## src/rtl/mlfd_pkg.sv

```systemverilog
package mlfd_pkg;

    localparam int MAX_LEVELS = 8;
    localparam int FIFO_DEPTH = 16;
    localparam int NUM_CPUS   = 4;
    localparam int PID_BITS   = 8;

    localparam int LVL_W   = $clog2(MAX_LEVELS);
    localparam int NLEV_W  = $clog2(MAX_LEVELS + 1);
    localparam int PTR_W   = $clog2(FIFO_DEPTH);
    localparam int CNT_W   = $clog2(FIFO_DEPTH + 1);
    localparam int CPU_W   = (NUM_CPUS > 1) ? $clog2(NUM_CPUS) : 1;
    localparam int ADDR_W  = LVL_W + PTR_W;
    localparam int RES_W   = $clog2(NUM_CPUS + 1);

    localparam logic [1:0] MODE_ARRIVAL = 2'd0;
    localparam logic [1:0] MODE_TICK    = 2'd1;
    localparam logic [1:0] MODE_EXPIRY  = 2'd2;

    localparam logic [1:0] ST_NONE     = 2'd0;
    localparam logic [1:0] ST_DISPATCH = 2'd1;
    localparam logic [1:0] ST_ENQUEUE  = 2'd2;
    localparam logic [1:0] ST_DROP     = 2'd3;

    localparam logic [1:0] REG_LEVELS = 2'd0;
    localparam logic [1:0] REG_BASE_Q = 2'd1;
    localparam logic [1:0] REG_RT_Q   = 2'd2;
    localparam logic [1:0] REG_PERIOD = 2'd3;

    typedef struct packed {
        logic [1:0]  mode;
        logic [7:0]  proc_id;
        logic        is_realtime;
        logic [2:0]  current_level;
        logic [3:0]  cpu_idle_mask;
        logic [31:0] clock_now;
    } in_item_t;

    typedef struct packed {
        logic [1:0]  status;
        logic [1:0]  cpu_index;
        logic [7:0]  out_proc_id;
        logic [2:0]  out_level;
        logic [15:0] quantum;
        logic [15:0] mitigated_count;
        logic        last;
    } out_item_t;

    typedef struct packed {
        logic        start;
        logic [31:0] dividend;
        logic [15:0] divisor;
    } div_req_t;

    typedef struct packed {
        logic busy;
        logic done;
        logic zero_rem;
    } div_rsp_t;

endpackage

```

## src/rtl/mlfd_mod_unit.sv

```systemverilog
module mlfd_mod_unit (
    input  logic               aclk,
    input  logic               aresetn,
    input  mlfd_pkg::div_req_t req,
    output mlfd_pkg::div_rsp_t rsp
);

    logic [31:0] quo_reg, quo_next;
    logic [16:0] rem_reg, rem_next;
    logic [15:0] dvs_reg, dvs_next;
    logic [5:0]  cnt_reg, cnt_next;
    logic        busy_reg, busy_next;
    logic        done_reg, done_next;
    logic [16:0] trial;

    always_comb begin
        quo_next  = quo_reg;
        rem_next  = rem_reg;
        dvs_next  = dvs_reg;
        cnt_next  = cnt_reg;
        busy_next = busy_reg;
        done_next = 1'b0;
        trial     = {rem_reg[15:0], quo_reg[31]};
        if (req.start) begin
            quo_next  = req.dividend;
            rem_next  = '0;
            dvs_next  = req.divisor;
            cnt_next  = 6'd32;
            busy_next = 1'b1;
        end else if (busy_reg) begin
            quo_next = {quo_reg[30:0], 1'b0};
            if (trial >= {1'b0, dvs_reg}) begin
                rem_next = trial - {1'b0, dvs_reg};
            end else begin
                rem_next = trial;
            end
            cnt_next = cnt_reg - 6'd1;
            if (cnt_reg == 6'd1) begin
                busy_next = 1'b0;
                done_next = 1'b1;
            end
        end
    end

    always_ff @(posedge aclk) begin
        if (!aresetn) begin
            busy_reg <= 1'b0;
            done_reg <= 1'b0;
            cnt_reg  <= '0;
        end else begin
            busy_reg <= busy_next;
            done_reg <= done_next;
            cnt_reg  <= cnt_next;
        end
        quo_reg <= quo_next;
        rem_reg <= rem_next;
        dvs_reg <= dvs_next;
    end

    assign rsp.busy     = busy_reg;
    assign rsp.done     = done_reg;
    assign rsp.zero_rem = (rem_reg == '0);

endmodule

```

## src/rtl/multilevel_feedback_dispatcher.sv

```systemverilog
// Multilevel feedback dispatcher.
// Input channel s_valid/s_ready/s_data carries events: arrival, scheduling tick
// or quantum expiry. Result channel m_valid/m_ready/m_data returns one result
// per arrival or expiry, and one result per dispatch on a tick (up to
// NUM_CPUS), or a single no-dispatch result; last marks the final result.
// Config writes (cfg_we, cfg_index, cfg_wdata) take effect at once; the user
// must make them only while the block is idle (not enforced by the block).
// Timing: one item at a time, s_ready is high only in the idle state.
// Arrival/expiry: the item is registered, then S_ENQ loads its result into
// the output register and returns to idle. A tick scans levels on one
// sequencer: per level S_LVL, S_CPU for each CPU, S_LEND, plus S_RD
// (registered memory read) and S_EMIT per dispatch; S_FIN, S_DRAIN follow.
// A nonzero mitigation period first runs the shift-subtract remainder unit.
// Dispatches are collected first so every result carries the final counter.
// A stalled receiver holds the current result in the output register and the
// sequencer waits for it; new input is taken once the last result is loaded.
// Reset (aresetn, synchronous, active low) empties all level FIFOs, clears
// the mitigation counter and restores register defaults; FIFO storage
// itself is not cleared, only its pointers.
module multilevel_feedback_dispatcher (
    input  logic                 aclk,
    input  logic                 aresetn,
    input  logic                 s_valid,
    output logic                 s_ready,
    input  mlfd_pkg::in_item_t   s_data,
    output logic                 m_valid,
    input  logic                 m_ready,
    output mlfd_pkg::out_item_t  m_data,
    input  logic                 cfg_we,
    input  logic [1:0]           cfg_index,
    input  logic [15:0]          cfg_wdata
);

    localparam logic [3:0] S_IDLE  = 4'd0;
    localparam logic [3:0] S_ENQ   = 4'd1;
    localparam logic [3:0] S_DIVW  = 4'd2;
    localparam logic [3:0] S_LVL   = 4'd3;
    localparam logic [3:0] S_CPU   = 4'd4;
    localparam logic [3:0] S_RD    = 4'd5;
    localparam logic [3:0] S_EMIT  = 4'd6;
    localparam logic [3:0] S_LEND  = 4'd7;
    localparam logic [3:0] S_FIN   = 4'd8;
    localparam logic [3:0] S_DRAIN = 4'd9;

    localparam int LW = mlfd_pkg::LVL_W;
    localparam int CW = mlfd_pkg::CPU_W;
    localparam int PW = mlfd_pkg::PTR_W;
    localparam int NW = mlfd_pkg::CNT_W;
    localparam int RW = mlfd_pkg::RES_W;
    localparam int NLW_W = mlfd_pkg::NLEV_W;

    logic [3:0]  levels_reg;
    logic [11:0] base_q_reg;
    logic [15:0] rt_q_reg;
    logic [15:0] period_reg;

    logic [3:0]  state_reg, state_next;
    mlfd_pkg::in_item_t item_reg;
    logic [LW-1:0] lvl_reg, lvl_next;
    logic [LW:0]   steps_reg, steps_next;
    logic [CW:0]   cpu_reg, cpu_next;
    logic [3:0]    idle_reg, idle_next;
    logic          bup_reg, bup_next;
    logic [RW-1:0] nres_reg, nres_next;
    logic [RW-1:0] drain_reg, drain_next;
    logic [15:0]   mcnt_reg, mcnt_next;

    logic [PW-1:0] head_reg [mlfd_pkg::MAX_LEVELS];
    logic [NW-1:0] count_reg [mlfd_pkg::MAX_LEVELS];

    logic [mlfd_pkg::PID_BITS-1:0] mem [mlfd_pkg::MAX_LEVELS * mlfd_pkg::FIFO_DEPTH];
    logic [mlfd_pkg::PID_BITS-1:0] rd_data_reg;
    logic          mem_we;
    logic [mlfd_pkg::ADDR_W-1:0] mem_waddr, mem_raddr;
    logic          do_push, do_pop;
    logic [LW-1:0] enq_lvl;

    mlfd_pkg::out_item_t disp_reg [mlfd_pkg::NUM_CPUS];
    mlfd_pkg::out_item_t disp_item;
    logic                disp_we;

    mlfd_pkg::out_item_t out_reg, out_next;
    logic          mvalid_reg, mvalid_next;

    mlfd_pkg::div_req_t div_req;
    mlfd_pkg::div_rsp_t div_rsp;

    logic [NLW_W-1:0] nlev;
    logic [LW-1:0]    last_lvl;
    logic [27:0]      qprod;
    logic [15:0]      qsat;

    mlfd_mod_unit u_mod (
        .aclk    (aclk),
        .aresetn (aresetn),
        .req     (div_req),
        .rsp     (div_rsp)
    );

    always_comb begin
        if (levels_reg < 4'd2) begin
            nlev = NLW_W'(2);
        end else if (32'(levels_reg) > mlfd_pkg::MAX_LEVELS) begin
            nlev = NLW_W'(mlfd_pkg::MAX_LEVELS);
        end else begin
            nlev = NLW_W'(levels_reg);
        end
        last_lvl = LW'(nlev - NLW_W'(1));
        qprod = 28'(base_q_reg) * 28'(lvl_reg);
        if (lvl_reg == '0) begin
            qsat = rt_q_reg;
        end else if (qprod > 28'd65535) begin
            qsat = 16'hFFFF;
        end else begin
            qsat = qprod[15:0];
        end
        if (item_reg.mode == mlfd_pkg::MODE_ARRIVAL) begin
            enq_lvl = item_reg.is_realtime ? LW'(0) : LW'(1);
        end else if ({1'b0, item_reg.current_level} + 4'd1 > 4'(nlev) - 4'd1) begin
            enq_lvl = last_lvl;
        end else begin
            enq_lvl = LW'(item_reg.current_level + 3'd1);
        end
        disp_item = '0;
        disp_item.status = mlfd_pkg::ST_DISPATCH;
        disp_item.cpu_index = 2'(cpu_reg[CW-1:0]);
        disp_item.out_proc_id = 8'(rd_data_reg);
        disp_item.out_level = 3'(lvl_reg);
        disp_item.quantum = qsat;
    end

    always_comb begin
        state_next  = state_reg;
        lvl_next    = lvl_reg;
        steps_next  = steps_reg;
        cpu_next    = cpu_reg;
        idle_next   = idle_reg;
        bup_next    = bup_reg;
        nres_next   = nres_reg;
        drain_next  = drain_reg;
        mcnt_next   = mcnt_reg;
        out_next    = out_reg;
        mvalid_next = mvalid_reg;
        do_push     = 1'b0;
        do_pop      = 1'b0;
        disp_we     = 1'b0;
        div_req     = '0;
        div_req.dividend = item_reg.clock_now;
        div_req.divisor  = period_reg;
        if (mvalid_reg && m_ready) begin
            mvalid_next = 1'b0;
        end
        case (state_reg)
            S_IDLE: begin
                if (s_valid) begin
                    nres_next = '0;
                    idle_next = s_data.cpu_idle_mask;
                    if (s_data.mode == mlfd_pkg::MODE_ARRIVAL ||
                        s_data.mode == mlfd_pkg::MODE_EXPIRY) begin
                        state_next = S_ENQ;
                    end else if (s_data.mode == mlfd_pkg::MODE_TICK) begin
                        if (period_reg != '0) begin
                            div_req.start    = 1'b1;
                            div_req.dividend = s_data.clock_now;
                            state_next = S_DIVW;
                        end else begin
                            bup_next   = 1'b0;
                            lvl_next   = '0;
                            steps_next = (LW+1)'(nlev);
                            state_next = S_LVL;
                        end
                    end else begin
                        state_next = S_FIN;
                    end
                end
            end
            S_ENQ: begin
                if (!mvalid_reg || m_ready) begin
                    do_push = (count_reg[enq_lvl] < NW'(mlfd_pkg::FIFO_DEPTH));
                    out_next = '0;
                    out_next.status = do_push ? mlfd_pkg::ST_ENQUEUE : mlfd_pkg::ST_DROP;
                    out_next.out_proc_id = item_reg.proc_id;
                    out_next.out_level = 3'(enq_lvl);
                    out_next.mitigated_count = mcnt_reg;
                    out_next.last = 1'b1;
                    mvalid_next = 1'b1;
                    state_next = S_IDLE;
                end
            end
            S_DIVW: begin
                if (div_rsp.done) begin
                    bup_next = div_rsp.zero_rem;
                    if (div_rsp.zero_rem) begin
                        lvl_next   = last_lvl;
                        steps_next = (LW+1)'(nlev - NLW_W'(1));
                    end else begin
                        lvl_next   = '0;
                        steps_next = (LW+1)'(nlev);
                    end
                    state_next = S_LVL;
                end
            end
            S_LVL: begin
                if (steps_reg == '0) begin
                    state_next = S_FIN;
                end else begin
                    cpu_next   = '0;
                    state_next = S_CPU;
                end
            end
            S_CPU: begin
                if (cpu_reg == (CW+1)'(mlfd_pkg::NUM_CPUS)) begin
                    state_next = S_LEND;
                end else if (idle_reg[cpu_reg[CW-1:0]] && count_reg[lvl_reg] != '0 &&
                             32'(nres_reg) < mlfd_pkg::NUM_CPUS) begin
                    do_pop = 1'b1;
                    idle_next[cpu_reg[CW-1:0]] = 1'b0;
                    state_next = S_RD;
                end else begin
                    cpu_next = cpu_reg + (CW+1)'(1);
                end
            end
            S_RD: begin
                state_next = S_EMIT;
            end
            S_EMIT: begin
                disp_we    = 1'b1;
                nres_next  = nres_reg + RW'(1);
                cpu_next   = cpu_reg + (CW+1)'(1);
                state_next = S_CPU;
            end
            S_LEND: begin
                if (count_reg[lvl_reg] != '0 && mcnt_reg != 16'hFFFF) begin
                    mcnt_next = mcnt_reg + 16'd1;
                end
                lvl_next   = bup_reg ? lvl_reg - LW'(1) : lvl_reg + LW'(1);
                steps_next = steps_reg - (LW+1)'(1);
                state_next = S_LVL;
            end
            S_FIN: begin
                if (nres_reg == '0) begin
                    if (!mvalid_reg || m_ready) begin
                        out_next = '0;
                        out_next.mitigated_count = mcnt_reg;
                        out_next.last = 1'b1;
                        mvalid_next = 1'b1;
                        state_next = S_IDLE;
                    end
                end else begin
                    drain_next = '0;
                    state_next = S_DRAIN;
                end
            end
            S_DRAIN: begin
                // collected dispatches go out with the final counter value
                if (!mvalid_reg || m_ready) begin
                    out_next = disp_reg[drain_reg[CW-1:0]];
                    out_next.mitigated_count = mcnt_reg;
                    out_next.last = (drain_reg + RW'(1) == nres_reg);
                    mvalid_next = 1'b1;
                    drain_next = drain_reg + RW'(1);
                    if (drain_reg + RW'(1) == nres_reg) begin
                        state_next = S_IDLE;
                    end
                end
            end
            default: state_next = S_IDLE;
        endcase
    end

    always_comb begin
        mem_we    = do_push;
        mem_waddr = {enq_lvl, PW'(head_reg[enq_lvl] + PW'(count_reg[enq_lvl]))};
        mem_raddr = {lvl_reg, head_reg[lvl_reg]};
    end

    always_ff @(posedge aclk) begin
        if (mem_we) begin
            mem[mem_waddr] <= item_reg.proc_id[mlfd_pkg::PID_BITS-1:0];
        end
        if (do_pop) begin
            rd_data_reg <= mem[mem_raddr];
        end
    end

    always_ff @(posedge aclk) begin
        if (!aresetn) begin
            state_reg  <= S_IDLE;
            mvalid_reg <= 1'b0;
            mcnt_reg   <= '0;
            nres_reg   <= '0;
            levels_reg <= 4'd4;
            base_q_reg <= 12'd10;
            rt_q_reg   <= 16'd5;
            period_reg <= 16'd0;
            for (int l = 0; l < mlfd_pkg::MAX_LEVELS; l++) begin
                head_reg[l]  <= '0;
                count_reg[l] <= '0;
            end
        end else begin
            state_reg  <= state_next;
            mvalid_reg <= mvalid_next;
            mcnt_reg   <= mcnt_next;
            nres_reg   <= nres_next;
            if (cfg_we) begin
                case (cfg_index)
                    mlfd_pkg::REG_LEVELS: levels_reg <= cfg_wdata[3:0];
                    mlfd_pkg::REG_BASE_Q: base_q_reg <= cfg_wdata[11:0];
                    mlfd_pkg::REG_RT_Q:   rt_q_reg   <= cfg_wdata;
                    mlfd_pkg::REG_PERIOD: period_reg <= cfg_wdata;
                    default: ;
                endcase
            end
            if (do_push) begin
                count_reg[enq_lvl] <= count_reg[enq_lvl] + NW'(1);
            end
            if (do_pop) begin
                head_reg[lvl_reg]  <= head_reg[lvl_reg] + PW'(1);
                count_reg[lvl_reg] <= count_reg[lvl_reg] - NW'(1);
            end
        end
        if (state_reg == S_IDLE && s_valid) begin
            item_reg <= s_data;
        end
        if (disp_we) begin
            disp_reg[nres_reg[CW-1:0]] <= disp_item;
        end
        out_reg   <= out_next;
        lvl_reg   <= lvl_next;
        steps_reg <= steps_next;
        cpu_reg   <= cpu_next;
        idle_reg  <= idle_next;
        bup_reg   <= bup_next;
        drain_reg <= drain_next;
    end

    assign s_ready = (state_reg == S_IDLE);
    assign m_valid = mvalid_reg;
    assign m_data  = out_reg;

    a_ready_idle: assert property (@(posedge aclk) disable iff (!aresetn)
        s_ready |-> (state_reg == S_IDLE))
        else $error("ready outside idle");

    a_count_bound: assert property (@(posedge aclk) disable iff (!aresetn)
        do_push |-> (count_reg[enq_lvl] < NW'(mlfd_pkg::FIFO_DEPTH)))
        else $error("push into full fifo");

    a_pop_nonempty: assert property (@(posedge aclk) disable iff (!aresetn)
        do_pop |-> (count_reg[lvl_reg] != '0))
        else $error("pop from empty fifo");

    a_mcnt_mono: assert property (@(posedge aclk) disable iff (!aresetn)
        $past(aresetn) |-> (mcnt_reg >= $past(mcnt_reg)))
        else $error("mitigation counter decreased");

endmodule

```

## config.mk

```make
export PLATFORM = sky130hd
export DESIGN_NAME = multilevel_feedback_dispatcher
export DESIGN_NICKNAME = d
export VERILOG_FILES = /design/src/rtl/mlfd_pkg.sv /design/src/rtl/mlfd_mod_unit.sv /design/src/rtl/multilevel_feedback_dispatcher.sv
export SDC_FILE = /design/constraint.sdc
export NUM_CORES = 2
export LEC_CHECK = 0
export BUFFER_PORTS_ARGS = -buffer_cell sky130_fd_sc_hd__buf_2
export CORE_ASPECT_RATIO = 0.9
export CORE_MARGIN = 2
export CORE_UTILIZATION = 35
export DETAILED_ROUTE_END_ITERATION = 16
export PLACE_DENSITY_LB_ADDON = 0.25
export SYNTH_ARGS = -nofsm -noshare
export SYNTH_HDL_FRONTEND = slang
export SYNTH_SLANG_ARGS = --single-unit
export TNS_END_PERCENT = 100
```

## constraint.sdc

```tcl
create_clock -name aclk -period 8.5 [get_ports aclk]
set_input_delay 0.425 -clock aclk [delete_from_list [all_inputs] [get_ports aclk]]
set_output_delay 0.425 -clock aclk [all_outputs]
set_load 0.01 [all_outputs]
```

# Yosys cells after proc, flatten, opt, wreduce, memory -nomap -nowiden
# Memory sizes are Yosys's and may differ from the RTL's. A register that Yosys moved wholly into a read port is not among the register bits.
# Cells that the tools add are included.
[word_totals] regBits=257 mem_bits_rw=1212 input_bits=73 out_inout_bits=50 word_cells=255 memories=4
[classes] add_sub_neg=16 n_mul=1 magnitude_cmp=8 n_eq_ne=34 muxes=109 bitwise=4 reduce_logical=46
[memory_table] memory="mem" depth=128 word_bits=8 read_ports=1 rd_clocked_by_memory_dff=1 write_ports=1 line="multilevel_feedback_dispatcher.sv:71" source="logic [mlfd_pkg::PID_BITS-1:0] mem [mlfd_pkg::MAX_LEVELS * mlfd_pkg::FIFO_DEPTH];"
[memory_table] memory="disp_reg" depth=4 word_bits=29 read_ports=1 rd_clocked_by_memory_dff=1 write_ports=1 line="multilevel_feedback_dispatcher.sv:78" source="mlfd_pkg::out_item_t disp_reg [mlfd_pkg::NUM_CPUS];"
[memory_table] memory="count_reg" depth=8 word_bits=5 read_ports=2 rd_clocked_by_memory_dff=1 write_ports=8 line="multilevel_feedback_dispatcher.sv:69" source="logic [NW-1:0] count_reg [mlfd_pkg::MAX_LEVELS];"
[memory_table] memory="head_reg" depth=8 word_bits=4 read_ports=2 rd_clocked_by_memory_dff=1 write_ports=8 line="multilevel_feedback_dispatcher.sv:68" source="logic [PW-1:0] head_reg [mlfd_pkg::MAX_LEVELS];"
[op_table] cell="48-bit 2-to-1 mux" count=4
[op_table] cell="33-bit 2-to-1 mux" count=5
[op_table] cell="48-bit one-hot mux with 3 select lines" count=1
[op_table] cell="4-bit 2-to-1 mux" count=23
[op_table] cell="32-bit 2-to-1 mux" count=2
[op_table] cell="3-bit 2-to-1 mux" count=20
[op_table] cell="4-bit one-hot mux with 10 select lines" count=1
[op_table] cell="1-bit 2-to-1 mux" count=36
[op_table] cell="2-bit != test (second input constant)" count=13
[op_table] cell="3-bit one-hot mux with 3 select lines" count=2
[op_table] cell="17-bit by 16-bit greater-or-equal comparator with 1-bit output" count=1
[op_table] cell="17-bit logical NOT" count=1
[op_table] cell="17-bit 2-to-1 mux" count=1
[op_table] cell="17-bit by 16-bit subtractor with 17-bit output" count=1
[op_table] cell="16-bit by 1-bit adder with 16-bit output (second input constant)" count=1
[op_table] cell="4-bit by 3-bit == test with 1-bit output (second input constant)" count=4
[op_table] cell="16-bit 2-to-1 mux" count=1
[op_table] cell="16-bit != test (second input constant)" count=1
[op_table] cell="16-bit nonzero test" count=1
[op_table] cell="3-bit by 1-bit adder with 3-bit output (second input constant)" count=5
[op_table] cell="12-bit by 3-bit multiplier with 15-bit output" count=1
[op_table] cell="6-bit 2-to-1 mux" count=2
[op_table] cell="3-bit one-hot mux with 2 select lines" count=2
[op_table] cell="4-bit one-hot mux with 3 select lines" count=1
[op_table] cell="52 further kinds" count=88

# Depth between registers and ports, before layout
# An unclocked memory read counts as a cell.
[logic_depth] ltp_word=17 depth_mapped=26 mapped_depth_nobuf=22

# Hierarchy
# From an unflattened synthesis, not the netlist that was laid out.
[hier_totals] hier_cells=4922 area_unflattened_um2=62830.3
[by_module_without_submodules] module="multilevel_feedback_dispatcher" n_inst=1 cells_per_inst=4555 area_each_um2=58827.7 seq_area_each_um2=41539.8
[by_module_without_submodules] module="mlfd_mod_unit" n_inst=1 cells_per_inst=367 area_each_um2=4002.6 seq_area_each_um2=1941.9

# Worst setup path after synthesis
# No wires, ideal clock.
[synth_timing] kind="register -> register" from="register levels_reg[2]" to="memory mem[48][0] in the netlist's numbering, enable pin" setup_ns=0.332 arrival_ns=5.109 required_ns=8.168 path_slack_ns=3.059 stages_incl_launch_ff=26 n_path_buf=4 period_less_slack_ns=5.441 cell_sequence="dfxtp_1 nor2_1 nor3b_2 inv_1 ha_1 xnor2_1 ha_1 o21ai_1 a21oi_2 o2111ai_1 o211a_1 buf_4 clkbuf_1 buf_6 nand2_1 a311o_1 o21ai_0 ha_1 ha_1 inv_1 o311ai_4 nor2b_1 or4b_1 o311ai_2 buf_6 and3_1"
[synth_between] elab_chain_len=13 elab_cells_between_ends=16
[synth_lines] item="start: declaration" line="multilevel_feedback_dispatcher.sv:52" source="logic [3:0] levels_reg;"
[synth_lines] item="start signal: assignment" line="multilevel_feedback_dispatcher.sv:307" source="mlfd_pkg::REG_LEVELS: levels_reg <= cfg_wdata[3:0];"
[synth_lines] item="4-bit > comparator" line="multilevel_feedback_dispatcher.sv:103" source="end else if (32'(levels_reg) > mlfd_pkg::MAX_LEVELS) begin"
[synth_lines] item="4-bit 2-to-1 mux" line="multilevel_feedback_dispatcher.sv:103"
[synth_lines] item="4-bit 2-to-1 mux *" line="multilevel_feedback_dispatcher.sv:101" source="if (levels_reg < 4'd2) begin"
[synth_lines] item="4-bit by 1-bit subtractor with 4-bit output *" line="multilevel_feedback_dispatcher.sv:119" source="end else if ({1'b0, item_reg.current_level} + 4'd1 > 4'(nlev) - 4'd1) begin"
[synth_lines] item="4-bit > comparator" line="multilevel_feedback_dispatcher.sv:119"
[synth_lines] item="3-bit 2-to-1 mux *" line="multilevel_feedback_dispatcher.sv:119"
[synth_lines] item="3-bit 2-to-1 mux *" line="multilevel_feedback_dispatcher.sv:117" source="if (item_reg.mode == mlfd_pkg::MODE_ARRIVAL) begin"
[synth_lines] item="memory read 8 x 5 bit"
[synth_lines] item="5-bit < comparator" line="multilevel_feedback_dispatcher.sv:179" source="do_push = (count_reg[enq_lvl] < NW'(mlfd_pkg::FIFO_DEPTH));"
[synth_lines] item="1-bit 2-to-1 mux" line="multilevel_feedback_dispatcher.sv:178" source="if (!mvalid_reg || m_ready) begin"
[synth_lines] item="1-bit 2-to-1 mux" line="multilevel_feedback_dispatcher.sv:153" source="case (state_reg)"
[synth_lines] item="1-bit 2-to-1 mux" line="multilevel_feedback_dispatcher.sv:278" source="if (mem_we) begin"
[synth_lines] item="1-bit 2-to-1 mux (implied by the code)" line="multilevel_feedback_dispatcher.sv:279" source="mem[mem_waddr] <= item_reg.proc_id[mlfd_pkg::PID_BITS-1:0];"
[synth_lines] item="end: declaration" line="multilevel_feedback_dispatcher.sv:71"
# Every way passes the cells marked *; elsewhere a longest branch is shown, timed or not.

# Worst setup path after layout
[layout_timing] from="register levels_reg[2]" to="memory mem[96][3] in the netlist's numbering, enable pin"
# The elaborated chain is that of the path after synthesis.

==> metrics.yaml <==
status: "finished, final reports clean"
clock_sinks: 1450
ys_seq_area_share_pct: 68.7
rsz0062_at_grt: "no"
worst_setup_path_end_kind: "flip-flop"
layout-drive-gt1-share_pct: 12.2
gp_congestion: 0.846
timing.fmax_ghz: 0.140
routed_via_density: 5.30
synth_edf_count: 1348
synth.top_cells.by_count: "1348 x edfxtp_1, 1021 x nand2_1, 321 x and3_1, 189 x clkbuf_1, 176 x mux2i_1"
fillers: 16420
worst-path-max-fanout: 24
drc: 0
finalHoldViolations: 0
finalSetupTns_ns: 0
start_util_pct: 35.2
placementRows: 146
antenna_cells: 0
fin_cells: 7211
async_reset_ff_share_pct: 0
crit_type: "reg -> reg"
cts_resized: 0
yosys_warnings: 0
final.min_clock_period_ns: 7.16
slowest_delay_ns: 1.03
post_cts_buffers: 0
dp_hpwl_mm: 97.7
track_usage_pct: 18.5
syn_area_per_cell_sq_um: 13.5
power_density_nw_per_um2: 340
synth-seq-cells: 1450
fin_crit_sh_pct: 84.3
worstMarginPinSlew_ns: 1.30
clk_pin_slew_ns: 0.06
crit_buf_inv: 4
grt_pass1_wl_mm: 251
grt_max_degree: 166
cp.required_ns: 8.94
largest_reg_flops: 1024
synth_cells: 4599
fin_worst_skew_ns: 0.0429
maxSlewHeadroom_pct: 12.4
drtPass1Iterations: 5
timing.final.ws_setup_ns: 1.34
synthMostInstantiatedCell: "edfxtp_1"
die_h_um: 403
numCtsBuffers: 156
numPortBuffers: 122
syn_nets: 4741
grt_pass1_vias: 37567
fin_util_pct: 40.2
placed_area_sq_um: 65000
synth_area_leaders: "edfxtp_1 65%, nand2_1 6.2%, mux4_2 3.4%, dfxtp_1 3.3%, and3_1 3.2%"
routed_wirelength_mm: 169
die_area_sq_um: 180000
coreArea_sq_um: 176000
syn_to_final_growth_pct: 14.1
place_worst_setup_slack_ns: 1.44
vias: 38221
synthDominantCellAreaShare_pct: 65.4
cts.path.max_buffers: 3
path_delay_family: "compound AO/OA/AOI/OAI gates"
antenna_found_initial: 3
netlist_area_sq_um: 61900
num_io_pins: 123
crit_chain: "nor2_1 -> nor3b_2 -> inv_1 -> ha_1 -> xnor2_1 -> ha_1 -> o21ai_1 -> a21oi_2 -> o2111ai_1 -> o211a_1 -> o211ai_1 -> a211oi_1 -> nor3b_1 -> a21o_1 -> inv_1 -> ha_1 -> inv_1 -> o311ai_4 -> nor2b_1 -> a31oi_1 -> o311ai_4 -> buf_12 -> and3_1"
tritoncts: "done"
slowest_stage: "o311ai_4"
setup_viol: 0
htree_levels: 4
worstSkewPairLatency_ns: 0.80
ctsHoldBuffers: 66
ant_nets: 0
yosysTopAreaCell: "edfxtp_1"
die_x_um: 447
synth_cell_types: 83
p_leak_nw: 25.3
final_cell_area_sq_um: 70600
drv_cap: 0
hp-class: "in -> reg"
drt_iter0_markers: 3850
wire_per_inst_um: 23.5
crit_path_start_kind: "flip-flop"
overflow: 0
cts_root_buf: "clkbuf_16"
synth-main-ff-cell: "edfxtp_1"
slew_viol_final: 0
post-place-cells: 6864
ir_drop_mv: 0.499
nets: 4862
cp_data_arrival_time_ns: 7.61
through the flow:
step                      power (mW)  hold slack (ns)
after global placement          17.5            0.444
after floorplan                 14.0            0.430
final                           24.0            0.145
after global routing            25.0            0.147
after CTS                       24.1           0.0893
after detailed placement        17.5            0.451
layout by cell type, fill, tap and decap left out, types with 13 or more instances in the layout:
| master | count |
|---|---|
| inv_1 | 80 |
| mux2_2 | 43 |
| clkbuf_1 | 33 |
| a311oi_1 | 106 |
| and2_1 | 34 |
| a21o_1 | 14 |
| nor2_1 | 165 |
| a21oi_1 | 118 |
| o21ai_0 | 44 |
| nor2b_1 | 21 |
| clkinv_2 | 28 |
| a211oi_1 | 77 |
| nand3_1 | 69 |
| mux4_2 | 93 |
| fa_1 | 13 |
| buf_4 | 55 |
| mux2i_1 | 172 |
| edfxtp_1 | 1348 |
| nand2b_1 | 13 |
| nor4_1 | 16 |
| clkinv_1 | 34 |
| a31oi_1 | 94 |
| buf_12 | 13 |
| and3_1 | 320 |
| xnor2_1 | 39 |
| nand2_1 | 1021 |
| nor3_1 | 48 |
| dfxtp_1 | 101 |
| xor2_1 | 29 |
| ha_1 | 56 |
| buf_2 | 122 |
| dlygate4sd3_1 | 66 |
| clkbuf_16 | 161 |
power by group:
| part | total, mW | leakage, nW | switching, mW | internal [mW] |
|---|---|---|---|---|
| Clock | 6.62 | 2.42 | 2.83 | 3.80 |
| Sequential | 8.80 | 13.1 | 0.205 | 8.60 |
| Combinational | 8.58 | 9.74 | 6.07 | 2.51 |
| Total | 24.0 | 25.3 | 9.10 | 14.9 |
cells by family (layout without fill, tap and decap cells):
kind of cell	count (synthesis)	in the layout	share of synthesized area, %
simple gates	1775	1775	13.0
flops	1450	1450	68.7
compound gates	542	542	6.16
buf+inv	378	622	2.53
mux	316	316	7.11
fa+ha+maj	69	69	1.55
xor+xnor	68	68	0.962
other cells	1	1	0.00606
worst min-delay path: cells and delay by family:
kind	cells	cell delay, ns
AND/OR/NAND/NOR	3	0.31
buffers and inverters	1	0.12
cell type report:
type | count | area (sq um) | area share (%)
inverter | 85 | 329 | 0.466
multi-input combinational | 2771 | 17900 | 25.4
timing repair buffer | 256 | 1940 | 2.75
clock inverter | 85 | 771 | 1.09
tap | 2368 | 2960 | 4.19
clock buffer | 196 | 4180 | 5.92
sequential | 1450 | 42500 | 60.2
final timing paths:
path | startpoint | to | slack (ns) | cells past startpoint
setup / recovery | levels_reg[2] | mem[96][3] | 1.34 | 23
hold / removal | s_valid | nres_reg[2] | 0.15 | 4
setup reg to reg | levels_reg[2] | mem[96][3] | 1.34 | 23
hold reg to reg | rt_q_reg[1] | rt_q_reg[1] | 0.46 | 2
routing by layer:
metal,share of wire [%],track usage (%),vias to the layer above
met1,46,27.0,19324
met5,0,0,-
li1,-,-,17387
met3,6.4,2.84,209
met4,1.8,4.28,0
met2,46,29.1,1301
No activity file was read; power rests on OpenSTA's default activity.
